$ cat src/design/scu_pkg.sv
// ----------------------------------------------------------------------------
// scu_pkg : shared types, constants and functions of the sine/cosine/tangent
// unit. Holds the range reduction constants, the polynomial coefficients and
// the fixed point helpers.
// ----------------------------------------------------------------------------
`default_nettype none

package scu_pkg;

   // Reduction works on Q.52 angles held in 62 bits.
   localparam int ANG_W = 62;

   localparam logic [63:0] PI_Q60 = 64'h3243F6A8885A308D;

   localparam logic [ANG_W-1:0] PI_Q52      = ANG_W'((PI_Q60 + 64'd128) >> 8);
   localparam logic [ANG_W-1:0] TWO_PI_Q52  = ANG_W'((PI_Q60 + 64'd64) >> 7);
   localparam logic [ANG_W-1:0] HALF_PI_Q52 = ANG_W'((PI_Q60 + 64'd256) >> 9);

   // Polynomial values are carried as signed 36-bit Q30.
   localparam int POLY_W = 36;

   localparam longint ONE_L = longint'(1) << 30;

   localparam logic signed [POLY_W-1:0] ONE_Q30 = POLY_W'(ONE_L);
   localparam logic signed [POLY_W-1:0] C3_Q30  = POLY_W'((ONE_L + 3) / 6);
   localparam logic signed [POLY_W-1:0] C5_Q30  = POLY_W'((ONE_L + 60) / 120);
   localparam logic signed [POLY_W-1:0] C7_Q30  = POLY_W'((ONE_L + 2520) / 5040);
   localparam logic signed [POLY_W-1:0] C9_Q30  = POLY_W'((ONE_L + 181440) / 362880);

   // Divider: quotient bits and bits retired per pipeline stage.
   localparam int QUO_W      = 33;
   localparam int DIV_BITS   = 3;
   localparam int DIV_STAGES = QUO_W / DIV_BITS;

   typedef struct packed {
      logic               valid;
      logic               neg;
      logic               zero;
      logic               ovf;
      logic [31:0]        rem;
      logic [QUO_W-1:0]   num;
      logic [QUO_W-1:0]   quo;
      logic [31:0]        den;
      logic signed [31:0] sine;
      logic signed [31:0] cosine;
   } div_stage_type;

   // Q30 x Q30 -> Q30, magnitude rounded half away from zero.
   function automatic logic signed [POLY_W-1:0] mul_q30(
      input logic signed [POLY_W-1:0] a,
      input logic signed [POLY_W-1:0] b);
      logic [31:0] ma;
      logic [31:0] mb;
      logic [63:0] prod;
      logic [63:0] sum;
      logic [33:0] m;
      ma   = a[POLY_W-1] ? 32'(-a) : a[31:0];
      mb   = b[POLY_W-1] ? 32'(-b) : b[31:0];
      prod = {32'd0, ma} * {32'd0, mb};
      sum  = prod + (64'd1 << 29);
      m    = sum[63:30];
      if (a[POLY_W-1] ^ b[POLY_W-1])
         return -$signed({2'b00, m});
      return $signed({2'b00, m});
   endfunction

   // DIV_BITS steps of restoring division.
   function automatic div_stage_type div_step(input div_stage_type s);
      div_stage_type r;
      logic [31:0]   rs;
      r = s;
      for (int i = 0; i < DIV_BITS; i++) begin
         rs = {r.rem[30:0], r.num[QUO_W-1]};
         r.num = {r.num[QUO_W-2:0], 1'b0};
         if (rs >= r.den) begin
            r.rem = rs - r.den;
            r.quo = {r.quo[QUO_W-2:0], 1'b1};
         end else begin
            r.rem = rs;
            r.quo = {r.quo[QUO_W-2:0], 1'b0};
         end
      end
      return r;
   endfunction

endpackage

`default_nettype wire

$ cat src/design/scu_tan_div.sv
// ----------------------------------------------------------------------------
// scu_tan_div : tangent from sine and cosine
// Pipelined restoring divider, a few quotient bits per stage, with rounding,
// saturation and the cosine-zero case. Passes sine and cosine along.
// ----------------------------------------------------------------------------
`default_nettype none

module scu_tan_div
   import scu_pkg::*;
(
   input  wire logic               clock,
   input  wire logic               reset,
   input  wire logic               in_valid,
   input  wire logic signed [31:0] in_sine,
   input  wire logic signed [31:0] in_cosine,
   output logic                    out_valid,
   output logic signed [31:0]      out_sine,
   output logic signed [31:0]      out_cosine,
   output logic signed [31:0]      out_tangent,
   output logic                    out_undefined
);

   div_stage_type stage_ff [DIV_STAGES+1];
   div_stage_type stage_in [DIV_STAGES+1];

   logic               vld_ff;
   logic signed [31:0] sine_ff, cosine_ff, tan_ff, tan_in;
   logic               undef_ff;

   // numerator = |s|<<16 + |c|/2; top bits seed the remainder
   always_comb begin
      logic [31:0] ms;
      logic [31:0] mc;
      logic [47:0] n;
      ms = in_sine[31]   ? 32'(-in_sine)   : in_sine;
      mc = in_cosine[31] ? 32'(-in_cosine) : in_cosine;
      n  = {ms, 16'd0} + 48'(mc[31:1]);
      stage_in[0].valid  = in_valid;
      stage_in[0].neg    = in_sine[31] ^ in_cosine[31];
      stage_in[0].zero   = (in_cosine == 32'sd0);
      stage_in[0].ovf    = 32'(n[47:QUO_W]) >= mc;
      stage_in[0].rem    = 32'(n[47:QUO_W]);
      stage_in[0].num    = n[QUO_W-1:0];
      stage_in[0].quo    = '0;
      stage_in[0].den    = mc;
      stage_in[0].sine   = in_sine;
      stage_in[0].cosine = in_cosine;
   end

   for (genvar k = 0; k < DIV_STAGES; k++) begin : g_div
      always_comb begin
         stage_in[k+1] = div_step(stage_ff[k]);
      end
   end

   for (genvar k = 0; k <= DIV_STAGES; k++) begin : g_reg
      always_ff @(posedge clock) begin
         div_stage_type nxt;
         nxt = stage_in[k];
         if (reset) begin
            nxt.valid = 1'b0;
         end
         stage_ff[k] <= nxt;
      end
   end

   always_comb begin
      div_stage_type    f;
      logic [QUO_W-1:0] q;
      logic [QUO_W-1:0] lim;
      logic [QUO_W-1:0] tq;
      f   = stage_ff[DIV_STAGES];
      lim = f.neg ? QUO_W'(33'h080000000) : QUO_W'(33'h07FFFFFFF);
      q   = (f.ovf || f.quo > lim) ? lim : f.quo;
      tq  = f.neg ? -q : q;
      tan_in = f.zero ? 32'sd0 : $signed(tq[31:0]);
   end

   always_ff @(posedge clock) begin
      if (reset) begin
         vld_ff <= 1'b0;
      end else begin
         vld_ff <= stage_ff[DIV_STAGES].valid;
      end
   end

   always_ff @(posedge clock) begin
      sine_ff   <= stage_ff[DIV_STAGES].sine;
      cosine_ff <= stage_ff[DIV_STAGES].cosine;
      tan_ff    <= tan_in;
      undef_ff  <= stage_ff[DIV_STAGES].zero;
   end

   assign out_valid     = vld_ff;
   assign out_sine      = sine_ff;
   assign out_cosine    = cosine_ff;
   assign out_tangent   = tan_ff;
   assign out_undefined = undef_ff;

endmodule

`default_nettype wire

$ cat config.mk
export PLATFORM = sky130hd
export DESIGN_NAME = scu_tan_div
export DESIGN_NICKNAME = d
export VERILOG_FILES = /design/src/design/scu_pkg.sv /design/src/design/scu_tan_div.sv
export SDC_FILE = /design/constraint.sdc
export NUM_CORES = 2
export LEC_CHECK = 0
export ABC_AREA = 1
export ABC_CLOCK_PERIOD_IN_PS = 10400
export BUFFER_PORTS_ARGS = -buffer_cell sky130_fd_sc_hd__buf_2
export CAP_MARGIN = 5
export CORE_ASPECT_RATIO = 0.9
export CORE_MARGIN = 2
export CORE_UTILIZATION = 40
export DETAILED_ROUTE_END_ITERATION = 6
export GPL_ROUTABILITY_DRIVEN = 0
export HOLD_SLACK_MARGIN = 0.1
export PLACE_DENSITY_LB_ADDON = 0.15
export SYNTH_ARGS = -nofsm -noshare
export SYNTH_HDL_FRONTEND = slang
export SYNTH_SLANG_ARGS = --single-unit
$ cat constraint.sdc
create_clock -name clock -period 10.4 [get_ports clock]
set_input_delay 2.08 -clock clock [delete_from_list [all_inputs] [get_ports clock]]
set_output_delay 2.08 -clock clock [all_outputs]
set_load 0.02 [all_outputs]
Word level (Yosys, flattened, before mapping). Memory sizes are Yosys's and may differ from the RTL's. Cells that the tools add are included.

Add/sub/neg operators: 37. Order comparisons: 35. Muxes and demuxes: 83. Bitwise operators: 1. Reduce and logical (&&, ||, !) cells: 2.

Operators with widths (count): $ge 32x32->1 (33); $mux 31 (22); $sub 31x31->31 (22); $mux 32 (16); $sub 32x32->32 (11); $neg 32->32 (3); $add 48x31->48 (1); $mux 1 (45); $gt 33x32->1 (1); $ge 15x32->1 (1); $logic_not 32->1 (1); $logic_or 1x1->1 (1); $xor 1x1->1 (1).

Register bits after elaboration: 98. Memory bits (writable): 2376. Input port bits: 67. Output and inout bits: 98. Memories kept: 1.

Memories: stage_ff (words 12, bits a word 198, rd ports 12, clocked after Yosys merged registers in 0, write ports 12, line scu_tan_div.sv:23) `div_stage_type stage_ff [DIV_STAGES+1];`.

Logic depth before layout (Yosys ltp). An unclocked memory read counts as a cell.

Depth after elaboration: 7. Depth in mapped cells: 51. Depth with buffers taken out: 49.

Least setup slack after synthesis. Ideal clock, no wire load.

Path kind: register -> register. Start point: memory stage_ff[1][141] in the netlist's numbering. End point: memory stage_ff[1][387] in the netlist's numbering. Arrival: 6.094 ns. Required time: 10.287 ns. Setup slack: 4.193 ns. Stages on the path, launching flop included: 40. Buffers on the path: 4. Period minus slack after synthesis: 6.207 ns. Cells stage by stage: dfxtp_1 inv_1 fa_1 nand2_1 o21ai_1 a21oi_2 o21ai_1 a21oi_1 inv_1 nand2_1 nand3_2 buf_2 buf_4 buf_2 o21ai_0 ha_1 a21oi_1 o21ai_2 [4 not listed] nand2_1 nand3_2 inv_1 buf_2 o211ai_1 and2_1 ha_1 nand2_1 nor4_1 a21oi_1 o21ai_0 a31oi_1 o21ai_0 nand2_1 nand3_1 nand2_1 nand2_1 nand2_1.

RTL lines (line): start, declared (scu_tan_div.sv:23).

==> flow_summary_export.csv <==
group,metric,value,unit
clock_tree,clk_pin_slew_worst_paths,0.06,ns
clock_tree,cts_hold_buf,0,
floorplanning,die-width,551.5,um
drt,drt-initial-drc-count,7928,
synth,syn_nets,15670,
drt,vias,94920,
global_routing,grt_util_all_layers,24.43,%
cells_and_area,multi_input_area,63370,sq um
sta,hold_viol_final,0,
drt,drc,8,
setup_path,r2r_slack,0.79,ns
synth,synth_area,107900,sq um
sta,clock_skew,0.1089,ns
sta,fin_crit,9.610,ns
synth,synth.largest_area_cell,"dfxtp_1",
setup_path,crit_top_cell,"nand2_1",
setup_path,arrival,10.36,ns
drt,drt_pre_antenna_iters,7,
run_status,violations,"DRC",
global_routing,grt_max_degree,66,
sta,drv_slew,0,
synth,synth_top_cells_by_area,"dfxtp_1 (34%), ha_1 (13%), nand2_1 (11%)",
cells_and_area,register_area,36740,sq um
flow_run,cap_violations,0,
sta,max_freq,104.1,MHz
floorplanning,dieArea,274000,sq um
setup_path,r2r_end,"stage_ff[2][181]$_DFF_P_",
synth,synthFlopType,"dfxtp_1",
setup_path,crit_slowest_cell,"nor4_1",
clock_tree,cts_setup_buffers,0,
setup_path,worst-setup-path-type,"reg2reg",
sta,totalNegativeSetupSlack,0,ns
worst_hold_path,min_to,"stage_ff[0][459]$_DFF_P_",
placed_design,dp_hpwl,285900,um
synth,avgSynthCellArea,7.460,sq um
cells_and_area,area_growth,10.72,%
drt,wirelength,343200,um
synth,synth.ff_latch_count,1835,
floorplanning,die_y,496.8,um
worst_hold_path,worstHoldPathCells,0,
floorplanning,ios,165,
setup_path,r2r_cells,38,
worst_hold_path,min_path_type,"reg2reg",
global_routing,grt_pass1_vias,88310,
synth,ys_seq_area_share,34.04,%
clock_tree,cts_buffer_depth,4,
setup_path,startpoint_type,"flip-flop",
setup_path,crit_buf_inv,8,
synth,synth_top_cell_area_share,34.04,%
synth,synth_enable_flop_cells,0,
setup_path,critPathMaxFanout,49,
sta,slew_headroom,14.76,%
synth,syn_inst,14470,
setup_path,slowest_delay,0.75,ns
synth,synthArstFlopShare,0,%
drt,routedWlPerCell,18.66,um
clock_tree,ctsResizeCount,0,
sta,worst_slack,0.7905,ns
drt,postRouteAntennaNets,0,
cells_and_area,nFillCells,27340,
global_routing,grt_antenna_before_repair,44,
clock_tree,clk_latency,0.90,ns
global_routing,grt_pass1_wl,522300,um
setup_path,worst_setup_path_end_kind,"flip-flop",
sta,setup_viol,0,
setup_path,crit_family,"simple AND/OR/NAND/NOR gates",
global_routing,grt_overflow,0,
drt,avgViaCountPerCell,5.162,
clock_tree,cts.htree.levels,4,
floorplanning,core,267800,sq um
sta,tightestPinTransition,1.267,ns
sta,layout_worst_path_cycle_share,92.40,%
worst_hold_path,hp-start,"stage_ff[0][261]$_DFF_P_",
clock_tree,cts_made_buffers,201,
placed_design,io_buffers,164,
floorplanning,start_util,40.30,%
clock_tree,cts_tree,"yes",
setup_path,timing.rr.start,"stage_ff[1][755]$_DFF_P_",
synth,synth_warnings,0,
sta,rsz0062_at_grt,"no",
cells_and_area,final_nets,15870,
setup_path,cp.required,11.15,ns
cells_and_area,drive_gt1_share,6.616,%
clock_tree,clock_sinks,1835,
placed_design,pre_cts_ws,1.200,ns
floorplanning,num_rows,180,
run_status,status,"complete, but fails checks",
setup_path,crit_cells,38,
clock_tree,cts_root_buffer,"clkbuf_16",
synth,ys_types,72,
## cell families (layout without fill, tap and decap cells)
family / after synthesis / count (layout) / share of synthesized area [%]
AND/OR/NAND/NOR: 5581 / 5581 / 22.08
AO/OA/AOI/OAI: 3168 / 3168 / 16.89
buffers and inverters: 1966 / 2328 / 7.238
flip-flops: 1835 / 1835 / 34.04
adder cells (fa/ha/maj): 1138 / 1138 / 13.42
XOR/XNOR: 774 / 774 / 6.296
multiplexers: 4 / 4 / 0.03710
other: 0 / 12 / 0
## state kept, by name, indices dropped and copies added, names as in the netlist
signal	flops
stage_ff	1737
out_valid	1
out_cosine	32
out_undefined	1
out_tangent	32
out_sine	32
## cells in the final DEF, fill, tap and decap left out, drive strengths merged, types with 73 or more instances in the layout
cell type / count
or2: 168
nand4: 106
nand2: 3244
a21boi: 109
dfxtp: 1835
buf: 219
o211ai: 99
nor3: 166
nand3: 712
xor2: 410
nor2: 951
o21bai: 93
nor4: 101
inv: 1768
a21oi: 1182
xnor2: 364
a21o: 160
o21a: 73
clkbuf: 252
o21ai: 1239
a31oi: 87
ha: 1105
## worst max-delay path by stage
stage                          endpoint                      from  slack [ns]
3_5_place_dp   stage_ff[2][181]$_DFF_P_  stage_ff[1][755]$_DFF_P_        1.20
4_1_cts        stage_ff[2][181]$_DFF_P_  stage_ff[1][755]$_DFF_P_        1.14
6_report       stage_ff[2][181]$_DFF_P_  stage_ff[1][755]$_DFF_P_        0.79
3_3_place_gp   stage_ff[0][760]$_DFF_P_  stage_ff[0][531]$_DFF_P_        1.15
5_1_grt        stage_ff[2][181]$_DFF_P_  stage_ff[1][755]$_DFF_P_        0.23
2_1_floorplan  stage_ff[1][387]$_DFF_P_  stage_ff[1][141]$_DFF_P_        4.19
## metrics by stage
| stage | util [%] | cell area [sq um] | hold WS (ns) | instances |
|---|---|---|---|---|
| 6_report | 44.62 | 119500 | 0.2216 | 18390 |
| 5_1_grt | 44.62 | 119500 | 0.2031 | 18390 |
| 4_1_cts | 44.61 | 119500 | 0.2082 | 18380 |
| 3_5_place_dp | 41.96 | 112400 | 0.3121 | 18010 |
| 3_3_place_gp | 41.96 | 112400 | 0.3097 | 18010 |
| 2_1_floorplan | - | 107900 | 0.3096 | 14470 |
## layer usage
layer	share of wire, %	global-route usage (%)	wire (um)	vias up
li1	-	-	-	48680
met1	48	34.56	164200	43150
met2	43	38.35	147100	2604
met3	6.2	3.281	21220	463
met4	3.1	7.487	10470	24
met5	0.050	0	170	-
## Yosys cell counts, drive strengths merged, types with 2 or more instances
cell / instances
a21boi: 109
o211a: 2
o221a: 6
nor4: 101
a31oi: 87
o21ai: 1239
xnor2: 364
or2: 168
nor3b: 3
nor3: 166
and3: 8
a211o: 3
a21o: 160
o221ai: 17
o211ai: 99
a21oi: 1182
a31o: 2
nor2: 951
dfxtp: 1835
a211oi: 29
inv: 1745
nand2: 3244
xor2: 410
nand4: 106
ha: 1105
fa: 33
a221oi: 29
o21bai: 93
o21a: 73
clkbuf: 56
nand3: 712
mux2i: 4
o31ai: 30
o2111ai: 4
and2: 70
nand3b: 48
buf: 165
## final cells by class
cell class / instances / share of cell area [%]
clock inverters: 112 / 1.303
multi-input cells: 10670 / 53.03
clock buffers: 252 / 4.641
repair buffers: 219 / 1.053
well taps: 3549 / 3.716
flip-flops and latches: 1835 / 30.74
diodes: 12 / 0.02513
inverters: 1745 / 5.484
Power is left out: the tool's default activity adds up to more than one toggle a clock period on the data nets, which glitch-free logic cannot reach.
